===== src/drbc_pkg.sv =====
// Shared types and constants for the relaxed DKIM body canonicalizer.
`timescale 1ns / 1ps

package drbc_pkg;

    // Width of the held line-break counter; the count saturates at all ones,
    // capped at the 16-bit breaks_before field.
    localparam int BREAK_COUNT_BITS = 16;
    localparam int CNT_W            = (BREAK_COUNT_BITS < 16) ? BREAK_COUNT_BITS : 16;

    // Queue between front and back
    localparam int Q_PTR_W = 1;
    localparam int Q_DEPTH = 1 << Q_PTR_W;

    localparam logic [7:0] CHAR_CR    = 8'h0D;
    localparam logic [7:0] CHAR_LF    = 8'h0A;
    localparam logic [7:0] CHAR_SPACE = 8'h20;
    localparam logic [7:0] CHAR_TAB   = 8'h09;

    typedef enum logic [1:0] {
        KIND_DROP,
        KIND_BREAK,
        KIND_SPACE,
        KIND_BYTE
    } t_kind;

    typedef struct packed {
        logic [7:0] body_byte;
        logic       end_of_body;
    } t_in_item;

    typedef struct packed {
        logic [15:0] breaks_before;
        logic        space_before;
        logic [7:0]  out_byte;
        logic        byte_valid;
        logic        final_crlf;
        logic        count_saturated;
    } t_out_item;

    typedef struct packed {
        t_kind      kind;
        logic [7:0] body_byte;
        logic       last;
    } t_cls_item;

endpackage


===== src/drbc_front.sv =====
// Front stage: accepts raw body bytes and classifies them.
`timescale 1ns / 1ps

module drbc_front (
    input  logic               i_clk,
    input  logic               i_rst_n,
    input  logic               i_valid,
    output logic               o_ready,
    input  drbc_pkg::t_in_item i_data,
    output logic               o_valid,
    input  logic               i_ready,
    output drbc_pkg::t_cls_item o_item
);
    import drbc_pkg::*;

    logic      r_valid;
    t_cls_item r_item;
    t_cls_item n_item;

    assign o_ready = !r_valid || i_ready;
    assign o_valid = r_valid;
    assign o_item  = r_item;

    always_comb begin
        n_item.body_byte = i_data.body_byte;
        n_item.last      = i_data.end_of_body;
        unique case (i_data.body_byte) inside
            CHAR_CR:              n_item.kind = KIND_DROP;
            CHAR_LF:              n_item.kind = KIND_BREAK;
            CHAR_SPACE, CHAR_TAB: n_item.kind = KIND_SPACE;
            default:              n_item.kind = KIND_BYTE;
        endcase
    end

    always_ff @(posedge i_clk) begin
        if (!i_rst_n) begin
            r_valid <= 1'b0;
        end else if (i_valid && o_ready) begin
            r_valid <= 1'b1;
        end else if (i_ready) begin
            r_valid <= 1'b0;
        end
    end

    always_ff @(posedge i_clk) begin
        if (i_valid && o_ready) begin
            r_item <= n_item;
        end
    end

endmodule


===== src/drbc_fifo.sv =====
// Short queue of classified items between front and back.
`timescale 1ns / 1ps

module drbc_fifo (
    input  logic                i_clk,
    input  logic                i_rst_n,
    input  logic                i_valid,
    output logic                o_ready,
    input  drbc_pkg::t_cls_item i_item,
    output logic                o_valid,
    input  logic                i_ready,
    output drbc_pkg::t_cls_item o_item
);
    import drbc_pkg::*;

    t_cls_item          r_mem [Q_DEPTH];
    logic [Q_PTR_W-1:0] r_wr_ptr;
    logic [Q_PTR_W-1:0] r_rd_ptr;
    logic [Q_PTR_W:0]   r_count;
    logic               push;
    logic               pop;

    assign o_ready = (r_count != (Q_PTR_W+1)'(Q_DEPTH));
    assign o_valid = (r_count != '0);
    assign o_item  = r_mem[r_rd_ptr];
    assign push    = i_valid && o_ready;
    assign pop     = o_valid && i_ready;

    always_ff @(posedge i_clk) begin
        if (!i_rst_n) begin
            r_wr_ptr <= '0;
            r_rd_ptr <= '0;
            r_count  <= '0;
        end else begin
            if (push) begin
                r_wr_ptr <= r_wr_ptr + 1'b1;
            end
            if (pop) begin
                r_rd_ptr <= r_rd_ptr + 1'b1;
            end
            if (push && !pop) begin
                r_count <= r_count + 1'b1;
            end else if (pop && !push) begin
                r_count <= r_count - 1'b1;
            end
        end
    end

    always_ff @(posedge i_clk) begin
        if (push) begin
            r_mem[r_wr_ptr] <= i_item;
        end
    end

endmodule


===== src/drbc_back.sv =====
// Back stage: holds break/space state and builds canonical result items.
`timescale 1ns / 1ps

module drbc_back (
    input  logic                i_clk,
    input  logic                i_rst_n,
    input  logic                i_valid,
    output logic                o_ready,
    input  drbc_pkg::t_cls_item i_item,
    output logic                o_valid,
    input  logic                i_ready,
    output drbc_pkg::t_out_item o_data
);
    import drbc_pkg::*;

    logic [CNT_W-1:0] r_breaks;
    logic [CNT_W-1:0] n_breaks;
    logic             r_space;
    logic             n_space;
    logic             r_sat;
    logic             n_sat;
    logic             r_out_valid;
    t_out_item        r_out;
    t_out_item        n_out;
    logic             emit;
    logic             pop;

    assign o_ready = !r_out_valid || i_ready;
    assign pop     = i_valid && o_ready;
    assign o_valid = r_out_valid;
    assign o_data  = r_out;
    assign emit    = (i_item.kind == KIND_BYTE) || i_item.last;

    always_comb begin
        n_breaks = r_breaks;
        n_space  = r_space;
        n_sat    = r_sat;
        unique case (i_item.kind)
            KIND_BREAK: begin
                n_space = 1'b0;
                // counter pinned at all ones; a lost break is flagged
                if (&r_breaks) begin
                    n_sat = 1'b1;
                end else begin
                    n_breaks = r_breaks + 1'b1;
                end
            end
            KIND_SPACE: begin
                n_space = 1'b1;
            end
            default: begin
            end
        endcase
    end

    always_comb begin
        n_out = '0;
        n_out.final_crlf      = i_item.last;
        n_out.count_saturated = n_sat;
        if (i_item.kind == KIND_BYTE) begin
            n_out.breaks_before = 16'(r_breaks);
            n_out.space_before  = r_space;
            n_out.out_byte      = i_item.body_byte;
            n_out.byte_valid    = 1'b1;
        end
    end

    always_ff @(posedge i_clk) begin
        if (!i_rst_n) begin
            r_breaks    <= '0;
            r_space     <= 1'b0;
            r_sat       <= 1'b0;
            r_out_valid <= 1'b0;
        end else begin
            if (pop) begin
                r_out_valid <= emit;
                if (emit) begin
                    r_breaks <= '0;
                    r_space  <= 1'b0;
                    r_sat    <= 1'b0;
                end else begin
                    r_breaks <= n_breaks;
                    r_space  <= n_space;
                    r_sat    <= n_sat;
                end
            end else if (i_ready) begin
                r_out_valid <= 1'b0;
            end
        end
    end

    always_ff @(posedge i_clk) begin
        if (pop && emit) begin
            r_out <= n_out;
        end
    end

endmodule


===== src/dkim_relaxed_body_canon.sv =====
// Path: the classify register loads on the edge that accepts the input item, then the
// 2-entry queue, then the result register, which drives o_valid.
// Throughput: 1 byte per cycle sustained while i_ready holds high; low i_ready stalls the input.
// Reset: i_rst_n synchronous active low clears break count, pending space, saturation
// flag and all valid flags; ready to accept the first item on the cycle after reset.
`timescale 1ns / 1ps

module dkim_relaxed_body_canon (
    input  logic                i_clk,
    input  logic                i_rst_n,
    input  logic                i_valid,
    output logic                o_ready,
    input  drbc_pkg::t_in_item  i_data,
    output logic                o_valid,
    input  logic                i_ready,
    output drbc_pkg::t_out_item o_data
);
    import drbc_pkg::*;

    logic      front_valid;
    logic      front_ready;
    t_cls_item front_item;
    logic      q_valid;
    logic      q_ready;
    t_cls_item q_item;

    drbc_front u_front (
        .i_clk   (i_clk),
        .i_rst_n (i_rst_n),
        .i_valid (i_valid),
        .o_ready (o_ready),
        .i_data  (i_data),
        .o_valid (front_valid),
        .i_ready (front_ready),
        .o_item  (front_item)
    );

    drbc_fifo u_fifo (
        .i_clk   (i_clk),
        .i_rst_n (i_rst_n),
        .i_valid (front_valid),
        .o_ready (front_ready),
        .i_item  (front_item),
        .o_valid (q_valid),
        .i_ready (q_ready),
        .o_item  (q_item)
    );

    drbc_back u_back (
        .i_clk   (i_clk),
        .i_rst_n (i_rst_n),
        .i_valid (q_valid),
        .o_ready (q_ready),
        .i_item  (q_item),
        .o_valid (o_valid),
        .i_ready (i_ready),
        .o_data  (o_data)
    );

endmodule


===== config.mk =====
export PLATFORM = sky130hd
export DESIGN_NAME = dkim_relaxed_body_canon
export DESIGN_NICKNAME = d
export VERILOG_FILES = /design/src/drbc_pkg.sv /design/src/drbc_front.sv /design/src/drbc_fifo.sv /design/src/drbc_back.sv /design/src/dkim_relaxed_body_canon.sv
export SDC_FILE = /design/constraint.sdc
export NUM_CORES = 1
export LEC_CHECK = 0
export ABC_AREA = 1
export BUFFER_PORTS_ARGS = -buffer_cell sky130_fd_sc_hd__buf_2
export CAP_MARGIN = 20
export CORE_MARGIN = 2
export CORE_UTILIZATION = 35
export CTS_CLUSTER_SIZE = 16
export DETAILED_ROUTE_END_ITERATION = 10
export PLACE_DENSITY_LB_ADDON = 0.3
export SYNTH_ARGS = -nofsm -noshare
export SYNTH_HDL_FRONTEND = slang
export SYNTH_HIERARCHICAL = 1
export SYNTH_SLANG_ARGS = --single-unit

===== constraint.sdc =====
create_clock -name i_clk -period 3 [get_ports i_clk]
set_input_delay 0.15 -clock i_clk [delete_from_list [all_inputs] [get_ports i_clk]]
set_output_delay 0.15 -clock i_clk [all_outputs]
set_load 0.01 [all_outputs]

Yosys cells after proc, flatten, opt, wreduce, memory -nomap -nowiden
Memory sizes are Yosys's and may differ from the RTL's. A register that Yosys moved wholly into a read port is not among the register bits.
Index checks and enable logic that the tools add are counted.
{"block": "totals", "out_inout_bits": 30, "regBits": 63, "memories": 1, "wordCells": 75, "inputBits": 13, "ram_bits": 22}
{"name": "u_fifo.r_mem", "words": 2, "width": 11, "read_ports": 1, "rd_clocked_by_memory_dff": 1, "write_ports": 1, "line": "drbc_fifo.sv:16", "source": "t_cls_item r_mem [Q_DEPTH];"}
{"block": "op_classes", "muxes": 20, "reduce_logical": 23, "n_addsub": 5, "n_eq_ne": 9}
{"op": "2-to-1 mux 16 bit", "n": 3}
{"op": "equality test 8 x 4 -> 1 bit (second input constant)", "n": 3}
{"op": "adder 16 x 1 -> 16 bit (second input constant)", "n": 1}
{"op": "AND reduction 16 bit", "n": 1}
{"op": "2-to-1 mux 1 bit", "n": 13}
{"op": "nonzero test 2 bit", "n": 5}
{"op": "equality test 8 x 6 -> 1 bit (second input constant)", "n": 1}
{"op": "logical AND 1 bit", "n": 6}
{"op": "one-hot mux 2 bit (3 select lines)", "n": 1}
{"op": "equality test 2 bit (second input constant)", "n": 2}
{"op": "zero test 1 bit", "n": 4}
{"op": "2-to-1 mux 2 bit", "n": 2}
{"op": "logical OR 1 bit", "n": 3}
{"op": "AND reduction 3 bit", "n": 1}
{"op": "nonzero test 3 bit", "n": 1}
{"op": "adder 1 bit (second input constant)", "n": 2}
{"op": "adder 2 x 1 -> 2 bit (second input constant)", "n": 1}
{"op": "equality test 2 x 1 -> 1 bit (second input constant)", "n": 1}
{"op": "!= test 2 x 1 -> 1 bit (second input constant)", "n": 1}
{"op": "!= test 2 bit (second input constant)", "n": 1}
{"op": "one-hot mux 1 bit (2 select lines)", "n": 1}
{"op": "AND reduction 2 bit", "n": 1}
{"op": "OR reduction 2 bit", "n": 1}
{"op": "subtractor 2 x 1 -> 2 bit (second input constant)", "n": 1}

Depth between registers and ports, before layout
Gate-level depths: netlist (run 1).
{"block": "logic_depth", "ltp_word": 6, "mapped_depth": 11, "depth_no_buf": 11}

Modules after synthesis
The synthesis (run 1) kept the hierarchy.
{"module": "drbc_back", "cells_each": 270, "area_per_inst_um2": 2257.2, "instances": 1, "seq_area_each_um2": 1221.2}
{"module": "drbc_fifo", "cells_each": 71, "area_per_inst_um2": 1047.3, "instances": 1, "seq_area_each_um2": 760.7}
{"module": "drbc_front", "cells_each": 46, "area_per_inst_um2": 495.5, "instances": 1, "seq_area_each_um2": 350.3}

Worst setup path after synthesis (run 1)
Ideal clock, no wire load.
{"block": "synth_timing", "kind": "flip-flop to flip-flop", "start": "register with a tool-made name", "end": "register u_back.r_breaks[0]", "slack_ns": 0.541, "required_time_ns": 2.885, "setup_ns": 0.115, "path_stages_with_launch": 11, "n_path_buf": 2, "t_arrival_ns": 2.344, "period_less_slack_ns": 2.459, "cell_sequence": "dfxtp_1 buf_6 mux2_2 nand2_2 inv_2 nor2_4 nor2_2 inv_1 buf_2 a21oi_1 nor2_1"}
{"item": "end signal, assigned", "line": "drbc_back.sv:82", "source": "r_breaks <= n_breaks;"}
{"item": "end, declared", "line": "drbc_back.sv:16", "source": "logic [CNT_W-1:0] r_breaks;"}

==> results of run 1 <==
==> cells by family after synthesis <==
| kind of cell | Yosys count |
|---|---|
| AOI/OAI and AO/OA | 28 |
| xor gates and xnor gates | 1 |
| adders and majority gates | 2 |
| buffers and inverters | 66 |
| DFF | 86 |
| muxes | 11 |
| and+or+nand+nor | 193 |
==> per-stage QoR <==
stage	util, %	worst slack (ns)
after global placement	38.8	0.985
final	41.6	0.914
after global routing	41.6	0.737
after CTS	41.6	0.900
after detailed placement	38.8	0.928
after floorplan	-	0.541
==> cells in the mapped netlist <==
cell                       number  area (um^2)
sky130_fd_sc_hd__inv_2          5         18.8
sky130_fd_sc_hd__clkinv_2       1         5.00
sky130_fd_sc_hd__and3_1         1         6.26
sky130_fd_sc_hd__nor2_2         3         18.8
sky130_fd_sc_hd__nor3b_1        1         7.51
sky130_fd_sc_hd__nand2_4        5         56.3
sky130_fd_sc_hd__a21boi_0       1         7.51
sky130_fd_sc_hd__nor3_1         8         40.0
sky130_fd_sc_hd__nand4_1        8         50.1
sky130_fd_sc_hd__buf_6          3         33.8
sky130_fd_sc_hd__mux2_2        11          124
sky130_fd_sc_hd__o21ai_0        4         20.0
sky130_fd_sc_hd__a21oi_2        4         35.0
sky130_fd_sc_hd__inv_1         49          184
sky130_fd_sc_hd__buf_2          3         15.0
sky130_fd_sc_hd__o21a_1         1         7.51
sky130_fd_sc_hd__nor2_8         1         20.0
sky130_fd_sc_hd__a31oi_1        1         6.26
sky130_fd_sc_hd__dfxtp_1       25          500
sky130_fd_sc_hd__ha_1           2         25.0
sky130_fd_sc_hd__xor2_1         1         8.76
sky130_fd_sc_hd__nand2_2        3         18.8
sky130_fd_sc_hd__o21ai_4        1         16.3
sky130_fd_sc_hd__nand3_1       20          100
sky130_fd_sc_hd__nand2_1       73          274
sky130_fd_sc_hd__nor2_1        69          259
sky130_fd_sc_hd__nor2_4         1         11.3
sky130_fd_sc_hd__a21oi_1       16         80.1
sky130_fd_sc_hd__edfxtp_1      61         1830
sky130_fd_sc_hd__clkbuf_1       3         11.3
sky130_fd_sc_hd__buf_1          2         7.51
==> routing by layer <==
metal / up-vias / track usage (%)
met1: 1163 / 16.8
met3: 8 / 3.38
met2: 53 / 20.6
met5: - / 0
met4: 0 / 6.04
li1: 1364 / -
==> final cells by class <==
cell class / instances / area, um^2
Fill cell: 1024 / 6240
Sequential cell: 86 / 2330
Multi-Input combinational cell: 235 / 1190
Timing Repair Buffer: 53 / 310
Inverter: 55 / 208
Tap cell: 140 / 175
Clock buffer: 10 / 128
Clock inverter: 6 / 110
==> final timing paths <==
| path | start | endpoint | slack, ns | cells after the start |
|---|---|---|---|---|
| max | flip-flop | u_back/r_breaks[1] | 0.91 | 9 |
| min | i_data[1] | u_front/o_item[1] | 0.03 | 1 |
| max reg2reg | flip-flop | u_back/r_breaks[1] | 0.91 | 9 |
| min reg2reg | u_front/o_item[3] | u_fifo/r_mem[0][3] | 0.46 | 0 |
==> worst register-to-register path: cells and delay by family, from the launching register on <==
kind                   cells  cell delay [ns]
and+or+nand+nor            6             0.74
buffers and inverters      2             0.53
muxes                      1             0.38
DFF                        1             0.37
==> state kept, by name, summed over array words and instances, names as in the netlist, named ones only <==
signal	cells
u_front/o_item	11
u_front/o_valid	1
u_back/r_breaks	16
u_back/r_sat	1
u_back/o_valid	1
u_fifo/r_rd_ptr	1
u_back/r_space	1
u_fifo/r_wr_ptr	1
u_fifo/r_mem	22
u_fifo/r_count	2
u_back/o_data	28
==> repair_timing <==
action	in CTS	in global routing
hold endpoints to repair	7	0
hold buffers	7	0
setup endpoints to repair	0	0
==> power breakdown <==
group	internal (W)	switching, W
Clock	0.000551	0.000391
Sequential	0.00159	0.0000741
Combinational	0.000324	0.000607
Total	0.00247	0.00107
==> reports/results.tsv, run 1 <==
stage	metric	value	unit
outcome	result of the run	finished, final reports clean	
route	Met2 Wirelength	3.16	mm
timing	minimum period implied by the final worst setup slack	2.09	ns
flow_run	number of max-cap violations	0	
logic_synthesis	fraction of the yosys area taken by sequential cells	61.4	%
cells_and_area	Final Instance Area	0.00446	mm^2
clock_tree	Max Root-Sink Buffers	2	
timing	setup repair after global routing missed its margin	false	
timing	Final Slew Violations	0	
logic_synthesis	share of synthesized cell area in and, or, nand and nor gates	22.7	%
route	Detail Route met3 WL	290	um
timing	clock skew	0.00778	ns
logic_synthesis	Synth Area in Compound Gates	4.54	%
floorplanning	number of standard-cell rows in the floorplan	38	
floorplanning	top-level port count	43	
critical_path	arrival time at the worst endpoint	2.38	ns
logic_synthesis	number of library cell types mapped by synthesis	31	
floorplanning	effective utilization at floorplan	35.5	%
place	IO buf count	42	
critical_path	cell type of the slowest stage on the worst timing path	sky130_fd_sc_hd__mux2_2	
logic_synthesis	register bit total from synthesis	86	
route	count of antenna-violating nets left after detailed routing	0	
critical_path	crit end category	flip-flop	
timing	Total Neg Setup Slack	0	ns
logic_synthesis	Cell Area, Synth	0.00380	mm^2
logic_synthesis	combinational family with the most area after synthesis	simple AND/OR/NAND/NOR gates	
timing	max-slew headroom at the worst pin	35.1	%
logic_synthesis	number of warnings issued by yosys	6	
grt	maximum number of pins on one net before global-route repair	29	
route	met1 WL	3.36	mm
cells_and_area	Post-Layout Cell Count	585	
grt	number of global-route vias before repair	2445	
timing	period utilisation layout	69.5	%
clock_tree	postcts setup bufs	0	
cells_and_area	Final nets	455	
clock_tree	clock buffers created by TritonCTS	9	
critical_path	startpoint-to-endpoint class of the critical path	reg2reg	
route	top routing layer used	met4	
critical_path	cell repeated most along the worst path	sky130_fd_sc_hd__nand2_1	
place	area post-placement	0.00415	mm^2
place	weighted congestion reported at the end of routability-driven placement	0.778	
route	via count	2588	
clock_tree	clock latency reported for the late side of the worst-skew pair	0.35	ns
cells_and_area	top library cells by usage in the layout, fill and taps aside	sky130_fd_sc_hd__nand2_1 (73), sky130_fd_sc_hd__nor2_1 (69), sky130_fd_sc_hd__edfxtp_1 (61)	
critical_path	largest incremental delay on the critical path	0.38	ns
route	post-DR wirelength/cell	11.9	um
floorplanning	DIE HEIGHT	108	um
grt	initial antenna violation count	0	
cells_and_area	proportion of layout cells with a drive suffix above 1	21.6	%
clock_tree	cell at the root of the clock tree	sky130_fd_sc_hd__clkbuf_8	
floorplanning	width of the die	108	um
logic_synthesis	xor/xnor cell area share of the yosys netlist	0.230	%
floorplanning	floorplan die area	0.0117	mm^2
worst_hold_path	Hold Crit Class	in2reg	
critical_path	maximum fanout along the worst path	18	
logic_synthesis	adder-cell share of the synthesized area	0.659	%
logic_synthesis	syn_area_per_cell	9.82	um^2
pwr	Leak Pwr	1.78	nW
critical_path	cell family contributing the most delay on the critical path	simple AND/OR/NAND/NOR gates	
cells_and_area	layout overhead on the synthesized area	17.3	%
logic_synthesis	multiplexer share of the synthesized area	3.26	%
logic_synthesis	cell count after synthesis	387	
route	total iterations of the first detailed-routing run	5	
route	starting DRC count in detailed routing	99	
cells_and_area	number of diodes	0	
timing	Least-Margin Pin Slew	0.971	ns
pwr	Pwr Density	794	mW/mm^2
pwr	overall power of the completed layout	0.00354	W
clock_tree	number of gates given a new drive strength after cts	0	
logic_synthesis	number of nets produced by synthesis	402	
grt	overall global routing resource usage	13.0	%
critical_path	crit path cell chain	buf_4 > mux2_2 > nor2_4 > nor2_2 > inv_1 > nand2_4 > nor2_1 > nand2_1 > nand2_1	
route	number of vias per cell after detailed routing	4.42	
timing	worst hold margin	0.0283	ns
timing	final-report setup violation count	0	
route	Post-Route WL	6.94	mm
floorplanning	Core Region	0.0107	mm^2
place	count of placed standard cells including taps	562	
critical_path	Crit path buffers/inverters	2	
timing	hold violation total from the final report	0	
clock_tree	CTS sink cnt	86	
grt	global-route wire length before repair	11.6	mm
clock_tree	CTS HTree Levels	3	
critical_path	required time of the critical path	3.30	ns
cells_and_area	most common cell after layout, fill and taps aside	sky130_fd_sc_hd__nand2_1	
grt	remaining global-route overflow	0	
timing	Highest Clock Rate	479	MHz
clock_tree	clock transition at the registers of the reported paths	0.08	ns
critical_path	startpoint type of the worst setup path	flip-flop	
route	post-detailed-route DRC marker count	0	
place	post-DP HPWL	4.96	mm
pwr	maximum VDD drop	0.299	mV
clock_tree	clock tree from TritonCTS	yes	
Power figures use the tool's default switching activity.
==> run 2, diff against run 1 <==
==> constraint.sdc (replaced) <==
create_clock -name i_clk -period 2 [get_ports i_clk]
set_input_delay 0.1 -clock i_clk [delete_from_list [all_inputs] [get_ports i_clk]]
set_output_delay 0.1 -clock i_clk [all_outputs]
set_load 0.01 [all_outputs]
==> reports/results.tsv, run 2 (synthesized netlist as in run 1, its figures left out) <==
stage	metric	value	unit	change
outcome	result of the run	finished, final reports clean		
cells_and_area	max reg flops	28		unchanged
grt	number of global-route vias before repair	2555		+4.5%
floorplanning	Core Region	0.0107	mm^2	unchanged
timing	setup slack after layout	0.154	ns	-0.760 ns
floorplanning	DIE HEIGHT	108	um	unchanged
cells_and_area	top library cells by usage in the layout, fill and taps aside	sky130_fd_sc_hd__nand2_1 (73), sky130_fd_sc_hd__nor2_1 (69), sky130_fd_sc_hd__edfxtp_1 (61)		
cells_and_area	layout overhead on the synthesized area	18.9	%	
route	count of antenna-violating nets left after detailed routing	0		unchanged
timing	Highest Clock Rate	542	MHz	+13%
cells_and_area	proportion of layout cells with a drive suffix above 1	22.7	%	+1.1 points
route	total iterations of the first detailed-routing run	5		unchanged
route	post-detailed-route DRC marker count	0		unchanged
cells_and_area	Post-Layout Cell Count	594		+1.5%
timing	clock skew	0.0115	ns	+0.00373 ns
pwr	Pwr Density	1150	mW/mm^2	+45%
pwr	Leak Pwr	1.81	nW	+2.1%
floorplanning	top-level port count	43		unchanged
clock_tree	cell at the root of the clock tree	sky130_fd_sc_hd__clkbuf_8		
grt	global-route wire length before repair	12.0	mm	+3.3%
cells_and_area	end-of-flow core utilization	42.2	%	+0.57 points
pwr	Seq pwr share	48.0	%	+0.9 points
floorplanning	number of standard-cell rows in the floorplan	38		unchanged
clock_tree	clock buffers created by TritonCTS	9		unchanged
timing	Least-Margin Pin Slew	0.435	ns	-0.535 ns
critical_path	required time of the critical path	2.28	ns	-1.02 ns
route	via count	2645		+2.2%
place	count of placed standard cells including taps	568		+1.1%
place	IO buf count	42		unchanged
clock_tree	CTS HTree Levels	3		unchanged
clock_tree	postcts setup bufs	0		unchanged
worst_hold_path	Hold Crit Class	in2reg		
critical_path	worst reg2reg path depth	8		-1
flow_run	number of max-cap violations	0		unchanged
floorplanning	floorplan die area	0.0117	mm^2	unchanged
pwr	internal portion of total power	0.00349	W	+41%
critical_path	startpoint-to-endpoint class of the critical path	reg2reg		
cells_and_area	number of diodes	0		unchanged
pwr	clock group share of total power	23.8	%	-2.8 points
place	post-DP HPWL	5.09	mm	+2.6%
pwr	NetSw	0.00172	W	+60%
grt	maximum number of pins on one net before global-route repair	29		unchanged
grt	remaining global-route overflow	0		unchanged
place	pre-CTS setup slack	0.100	ns	-0.828 ns
cells_and_area	Final nets	464		+2.0%
place	weighted congestion reported at the end of routability-driven placement	0.825		+6.0%
timing	setup repair after global routing missed its margin	false		
clock_tree	clock tree from TritonCTS	yes		
clock_tree	clock latency reported for the late side of the worst-skew pair	0.35	ns	about the same
critical_path	crit end category	flip-flop		
route	Post-Route WL	7.29	mm	+5.0%
clock_tree	clock transition at the registers of the reported paths	0.09	ns	about the same
grt	initial antenna violation count	0		unchanged
clock_tree	CTS sink cnt	86		unchanged
route	post-DR wirelength/cell	12.3	um	+3.4%
timing	hold violation total from the final report	0		unchanged
cells_and_area	most common cell after layout, fill and taps aside	sky130_fd_sc_hd__nand2_1		
timing	max-slew headroom at the worst pin	70.9	%	+36 points
cells_and_area	total of fill cells in the finished design	1028		+0.39%
grt	overall global routing resource usage	13.3	%	+0.29 points
timing	worst hold margin	0.108	ns	+0.0793 ns
pwr	switching share of power	33.0	%	+2.7 points
route	starting DRC count in detailed routing	185		+87%
timing	period utilisation layout	92.3	%	+23 points
worst_hold_path	Hold Path Cell Cnt	3		+2
pwr	overall power of the completed layout	0.00521	W	+47%
critical_path	startpoint type of the worst setup path	flip-flop		
timing	final-report setup violation count	0		unchanged
pwr	portion of total power attributed to combinational logic	28.1	%	+1.8 points
critical_path	arrival time at the worst endpoint	2.12	ns	-0.26 ns
route	number of vias per cell after detailed routing	4.45		+0.65%
critical_path	maximum fanout along the worst path	11		-7
timing	Final Slew Violations	0		unchanged
pwr	maximum VDD drop	0.463	mV	+55%
floorplanning	effective utilization at floorplan	35.5	%	unchanged
timing	minimum period implied by the final worst setup slack	1.85	ns	-0.240 ns
clock_tree	Max Root-Sink Buffers	2		unchanged
floorplanning	width of the die	108	um	unchanged
## run 2: changes by cell type in the layout (fill, tap and decap cells not counted), sizes merged, moves of 2 or more
cell,delta
buf,+6
dlygate4sd3,+3
inv,+3
bufinv,-2
## run 2: layout make-up
cell class | count | area, um^2 | share of cell area [%]
clock buffers | 9 | 124 | 2.74
clock inverters | 7 | 78.8 | 1.75
inverters | 55 | 210 | 4.65
multi-input cells | 235 | 1210 | 26.8
flip-flops and latches | 86 | 2330 | 51.6
well taps | 140 | 175 | 3.88
repair buffers | 62 | 385 | 8.53
## run 2: worst paths after layout
| check | slack (ns) | startpoint | to |
|---|---|---|---|
| worst max-delay path | 0.15 | flip-flop | u_back/r_breaks[5] |
| worst min-delay path | 0.11 | i_rst_n | u_back/r_breaks[0] |
| worst max register to register | 0.15 | flip-flop | u_back/r_breaks[5] |
| worst min register to register | 0.45 | u_front/o_item[3] | u_fifo/r_mem[0][3] |
## run 2: per-layer routing
metal	vias to the layer above	part of all wire [%]	global-route usage, %
met5	-	0	0
met2	64	46	20.9
li1	1380	-	-
met3	10	5.7	3.32
met4	0	1.8	5.86
met1	1191	46	17.4
## run 2: what timing repair did
| item | in CTS | in global routing |
|---|---|---|
| gates resized for setup | 0 | 3 |
| endpoints found under the setup margin | 0 | 13 |
| hold buffers | 10 | 0 |
| endpoints found under the hold margin | 10 | 0 |
## run 2: metrics by stage
step	TNS, ns	instance area (um^2)
floorplan	-0.00187	3810
global placement	0	4200
detailed placement	0	4200
CTS	0	4510
global route	0	4520
finish	0	4520
## run 2: critical path: stages, from the launching register on
cell	delay, ns
sky130_fd_sc_hd__dfxtp_1	0.41
sky130_fd_sc_hd__mux2_2	0.40
sky130_fd_sc_hd__nand2_4	0.08
sky130_fd_sc_hd__inv_2	0.05
sky130_fd_sc_hd__nor2_4	0.17
sky130_fd_sc_hd__inv_1	0.21
sky130_fd_sc_hd__nor3_1	0.23
sky130_fd_sc_hd__nand2_1	0.07
sky130_fd_sc_hd__a21oi_1	0.15
## run 2: power by group through the flow
stage | Combinational (W) | Sequential [W] | Clock [W]
after CTS | 0.00146 | 0.00251 | 0.00128
final | 0.00147 | 0.00250 | 0.00124
after detailed placement | 0.00144 | 0.00255 | 0
after floorplan | 0.000830 | 0.00270 | 0
after global routing | 0.00163 | 0.00255 | 0.00135
after global placement | 0.00142 | 0.00254 | 0
==> run 3, diff against run 2 <==
--- a/config.mk
+++ b/config.mk
@@ -6,12 +6,12 @@
 export NUM_CORES = 1
 export LEC_CHECK = 0
 export ABC_AREA = 1
-export BUFFER_PORTS_ARGS = -buffer_cell sky130_fd_sc_hd__buf_2
 export CAP_MARGIN = 20
 export CORE_MARGIN = 2
 export CORE_UTILIZATION = 35
 export CTS_CLUSTER_SIZE = 16
 export DETAILED_ROUTE_END_ITERATION = 10
+export DONT_BUFFER_PORTS = 1
 export PLACE_DENSITY_LB_ADDON = 0.3
 export SYNTH_ARGS = -nofsm -noshare
 export SYNTH_HDL_FRONTEND = slang
==> reports/results.tsv, run 3 (synthesized netlist as in run 1, its figures left out) <==
stage	metric	value	unit	change
outcome	result of the run	finished, final reports clean		
cells_and_area	Final Instance Area	0.00435	mm^2	-3.7%
floorplanning	effective utilization at floorplan	35.5	%	unchanged
clock_tree	clock transition at the registers of the reported paths	0.09	ns	about the same
cells_and_area	top library cells by usage in the layout, fill and taps aside	sky130_fd_sc_hd__nand2_1 (73), sky130_fd_sc_hd__nor2_1 (69), sky130_fd_sc_hd__edfxtp_1 (61)		
critical_path	required time of the critical path	2.31	ns	+0.03 ns
clock_tree	clock tree from TritonCTS	yes		
timing	worst hold margin	0.0287	ns	-0.0790 ns
floorplanning	Core Region	0.0107	mm^2	unchanged
route	Post-Route WL	7.43	mm	+1.9%
critical_path	largest incremental delay on the critical path	0.39	ns	-0.02 ns
grt	remaining global-route overflow	0		unchanged
cells_and_area	most common cell after layout, fill and taps aside	sky130_fd_sc_hd__nand2_1		
cells_and_area	number of diodes	0		unchanged
route	via count	2564		-3.1%
grt	initial antenna violation count	0		unchanged
critical_path	startpoint-to-endpoint class of the critical path	reg2reg		
worst_hold_path	Hold Crit Class	in2reg		
timing	final-report setup violation count	0		unchanged
route	post-DR wirelength/cell	13.3	um	+8.3%
critical_path	arrival time at the worst endpoint	2.14	ns	+0.02 ns
critical_path	startpoint type of the worst setup path	flip-flop		
pwr	Pwr Density	1150	mW/mm^2	about the same
critical_path	crit end category	flip-flop		
route	total iterations of the first detailed-routing run	4		-1
flow_run	number of max-cap violations	0		unchanged
timing	period utilisation layout	91.3	%	-1.1 points
clock_tree	CTS sink cnt	86		unchanged
place	IO buf count	0		-100%
route	starting DRC count in detailed routing	137		-26%
timing	minimum period implied by the final worst setup slack	1.83	ns	-0.0212 ns
floorplanning	floorplan die area	0.0117	mm^2	unchanged
clock_tree	CTS HTree Levels	3		unchanged
timing	clock skew	0.00764	ns	-0.00388 ns
critical_path	cell type of the slowest stage on the worst timing path	sky130_fd_sc_hd__mux2_2		
cells_and_area	end-of-flow core utilization	40.6	%	-1.6 points
pwr	maximum VDD drop	0.509	mV	+10%
timing	setup slack after layout	0.175	ns	+0.0212 ns
cells_and_area	total of fill cells in the finished design	1023		-0.49%
place	pre-CTS setup slack	0.106	ns	+0.00541 ns
cells_and_area	max reg flops	28		unchanged
critical_path	crit path cell chain	mux2_2 > nand2_4 > inv_2 > nor2_4 > clkinvlp_4 > clkbuf_2 > nor2_1 > nand3_1 > nand2_1		
floorplanning	number of standard-cell rows in the floorplan	38		unchanged
grt	overall global routing resource usage	13.6	%	+0.27 points
timing	Total Neg Setup Slack	0	ns	unchanged
floorplanning	width of the die	108	um	unchanged
grt	number of global-route vias before repair	2527		-1.1%
critical_path	maximum fanout along the worst path	7		-4
floorplanning	top-level port count	43		unchanged
clock_tree	clock latency reported for the late side of the worst-skew pair	0.37	ns	+0.02 ns
place	area post-placement	0.00399	mm^2	-5.0%
timing	setup repair after global routing missed its margin	false		
timing	Least-Margin Pin Slew	0.485	ns	+0.0495 ns
grt	global-route wire length before repair	12.1	mm	+1.4%
timing	hold violation total from the final report	0		unchanged
route	number of vias per cell after detailed routing	4.59		+3.0%
clock_tree	Max Root-Sink Buffers	2		unchanged
timing	Final Slew Violations	0		unchanged
timing	max-slew headroom at the worst pin	67.6	%	-3.3 points
cells_and_area	proportion of layout cells with a drive suffix above 1	16.5	%	-6.2 points
route	post-detailed-route DRC marker count	0		unchanged
timing	Highest Clock Rate	548	MHz	+1.2%
clock_tree	clock buffers created by TritonCTS	9		unchanged
place	post-DP HPWL	5.14	mm	+0.97%
grt	maximum number of pins on one net before global-route repair	29		unchanged
cells_and_area	layout overhead on the synthesized area	14.4	%	
clock_tree	cell at the root of the clock tree	sky130_fd_sc_hd__clkbuf_8		
floorplanning	DIE HEIGHT	108	um	unchanged
route	count of antenna-violating nets left after detailed routing	0		unchanged
pwr	Leak Pwr	1.66	nW	-8.3%
place	weighted congestion reported at the end of routability-driven placement	0.871		+5.6%
cells_and_area	Final nets	429		-7.5%
[run 3: cell count changes in the layout (fill, tap and decap cells not counted), sizes merged]
cell / before / now
buf: 52 / 15
clkinvlp: 1 / 3
inv: 57 / 54
dlygate4sd3: 10 / 11
clkbuf: 9 / 10
clkinv: 3 / 4
[run 3: path summary, 6_finish.rpt]
check	slack (ns)	to	cells after the start	startpoint
worst max-delay path	0.17	u_back/r_breaks[1]	9	flip-flop
worst min-delay path	0.03	u_front/o_item[10]	3	i_data[4]
worst max register to register	0.17	u_back/r_breaks[1]	9	flip-flop
worst min register to register	0.46	u_fifo/r_mem[0][2]	0	u_front/o_item[2]
[run 3: worst max-delay path, delay by kind of cell (launching register included)]
family / cells / cell delay (ns)
buf+inv: 3 / 0.40
mux: 1 / 0.39
simple gates: 5 / 0.60
flops: 1 / 0.38
[run 3: per-layer routing]
metal	vias up	GRT usage, %	part of all wire, %
met5	-	0	0
met4	0	5.95	2.0
met3	11	3.74	4.8
met2	53	21.2	45
met1	1189	17.7	48
li1	1311	-	-
[run 3: metrics by stage]
step	std cells	total power, W
floorplan	387	0.00353
global placement	526	0.00375
detailed placement	526	0.00379
CTS	553	0.00503
global route	559	0.00531
finish	559	0.00501
[run 3: cell type report]
class | count | area [um^2] | area share, %
tap | 140 | 175 | 4.03
sequential | 86 | 2330 | 53.7
clock inverter | 7 | 73.8 | 1.70
multi-input combinational | 235 | 1200 | 27.7
timing repair buffer | 27 | 228 | 5.24
clock buffer | 9 | 124 | 2.85
inverter | 55 | 211 | 4.86
[run 3: what timing repair did]
action / 4_1_cts / 5_1_grt
buffers inserted: 0 / 6
gates resized for setup: 0 / 2
endpoints found under the setup margin: 0 / 13
hold buffers: 11 / 0
hold endpoints to repair: 24 / 0
[run 3: power breakdown]
part | switching [W] | internal [W] | leakage [nW]
registers | 0.000305 | 0.00241 | 0.771
logic | 0.000716 | 0.000357 | 0.797
clock network | 0.000642 | 0.000581 | 0.0948
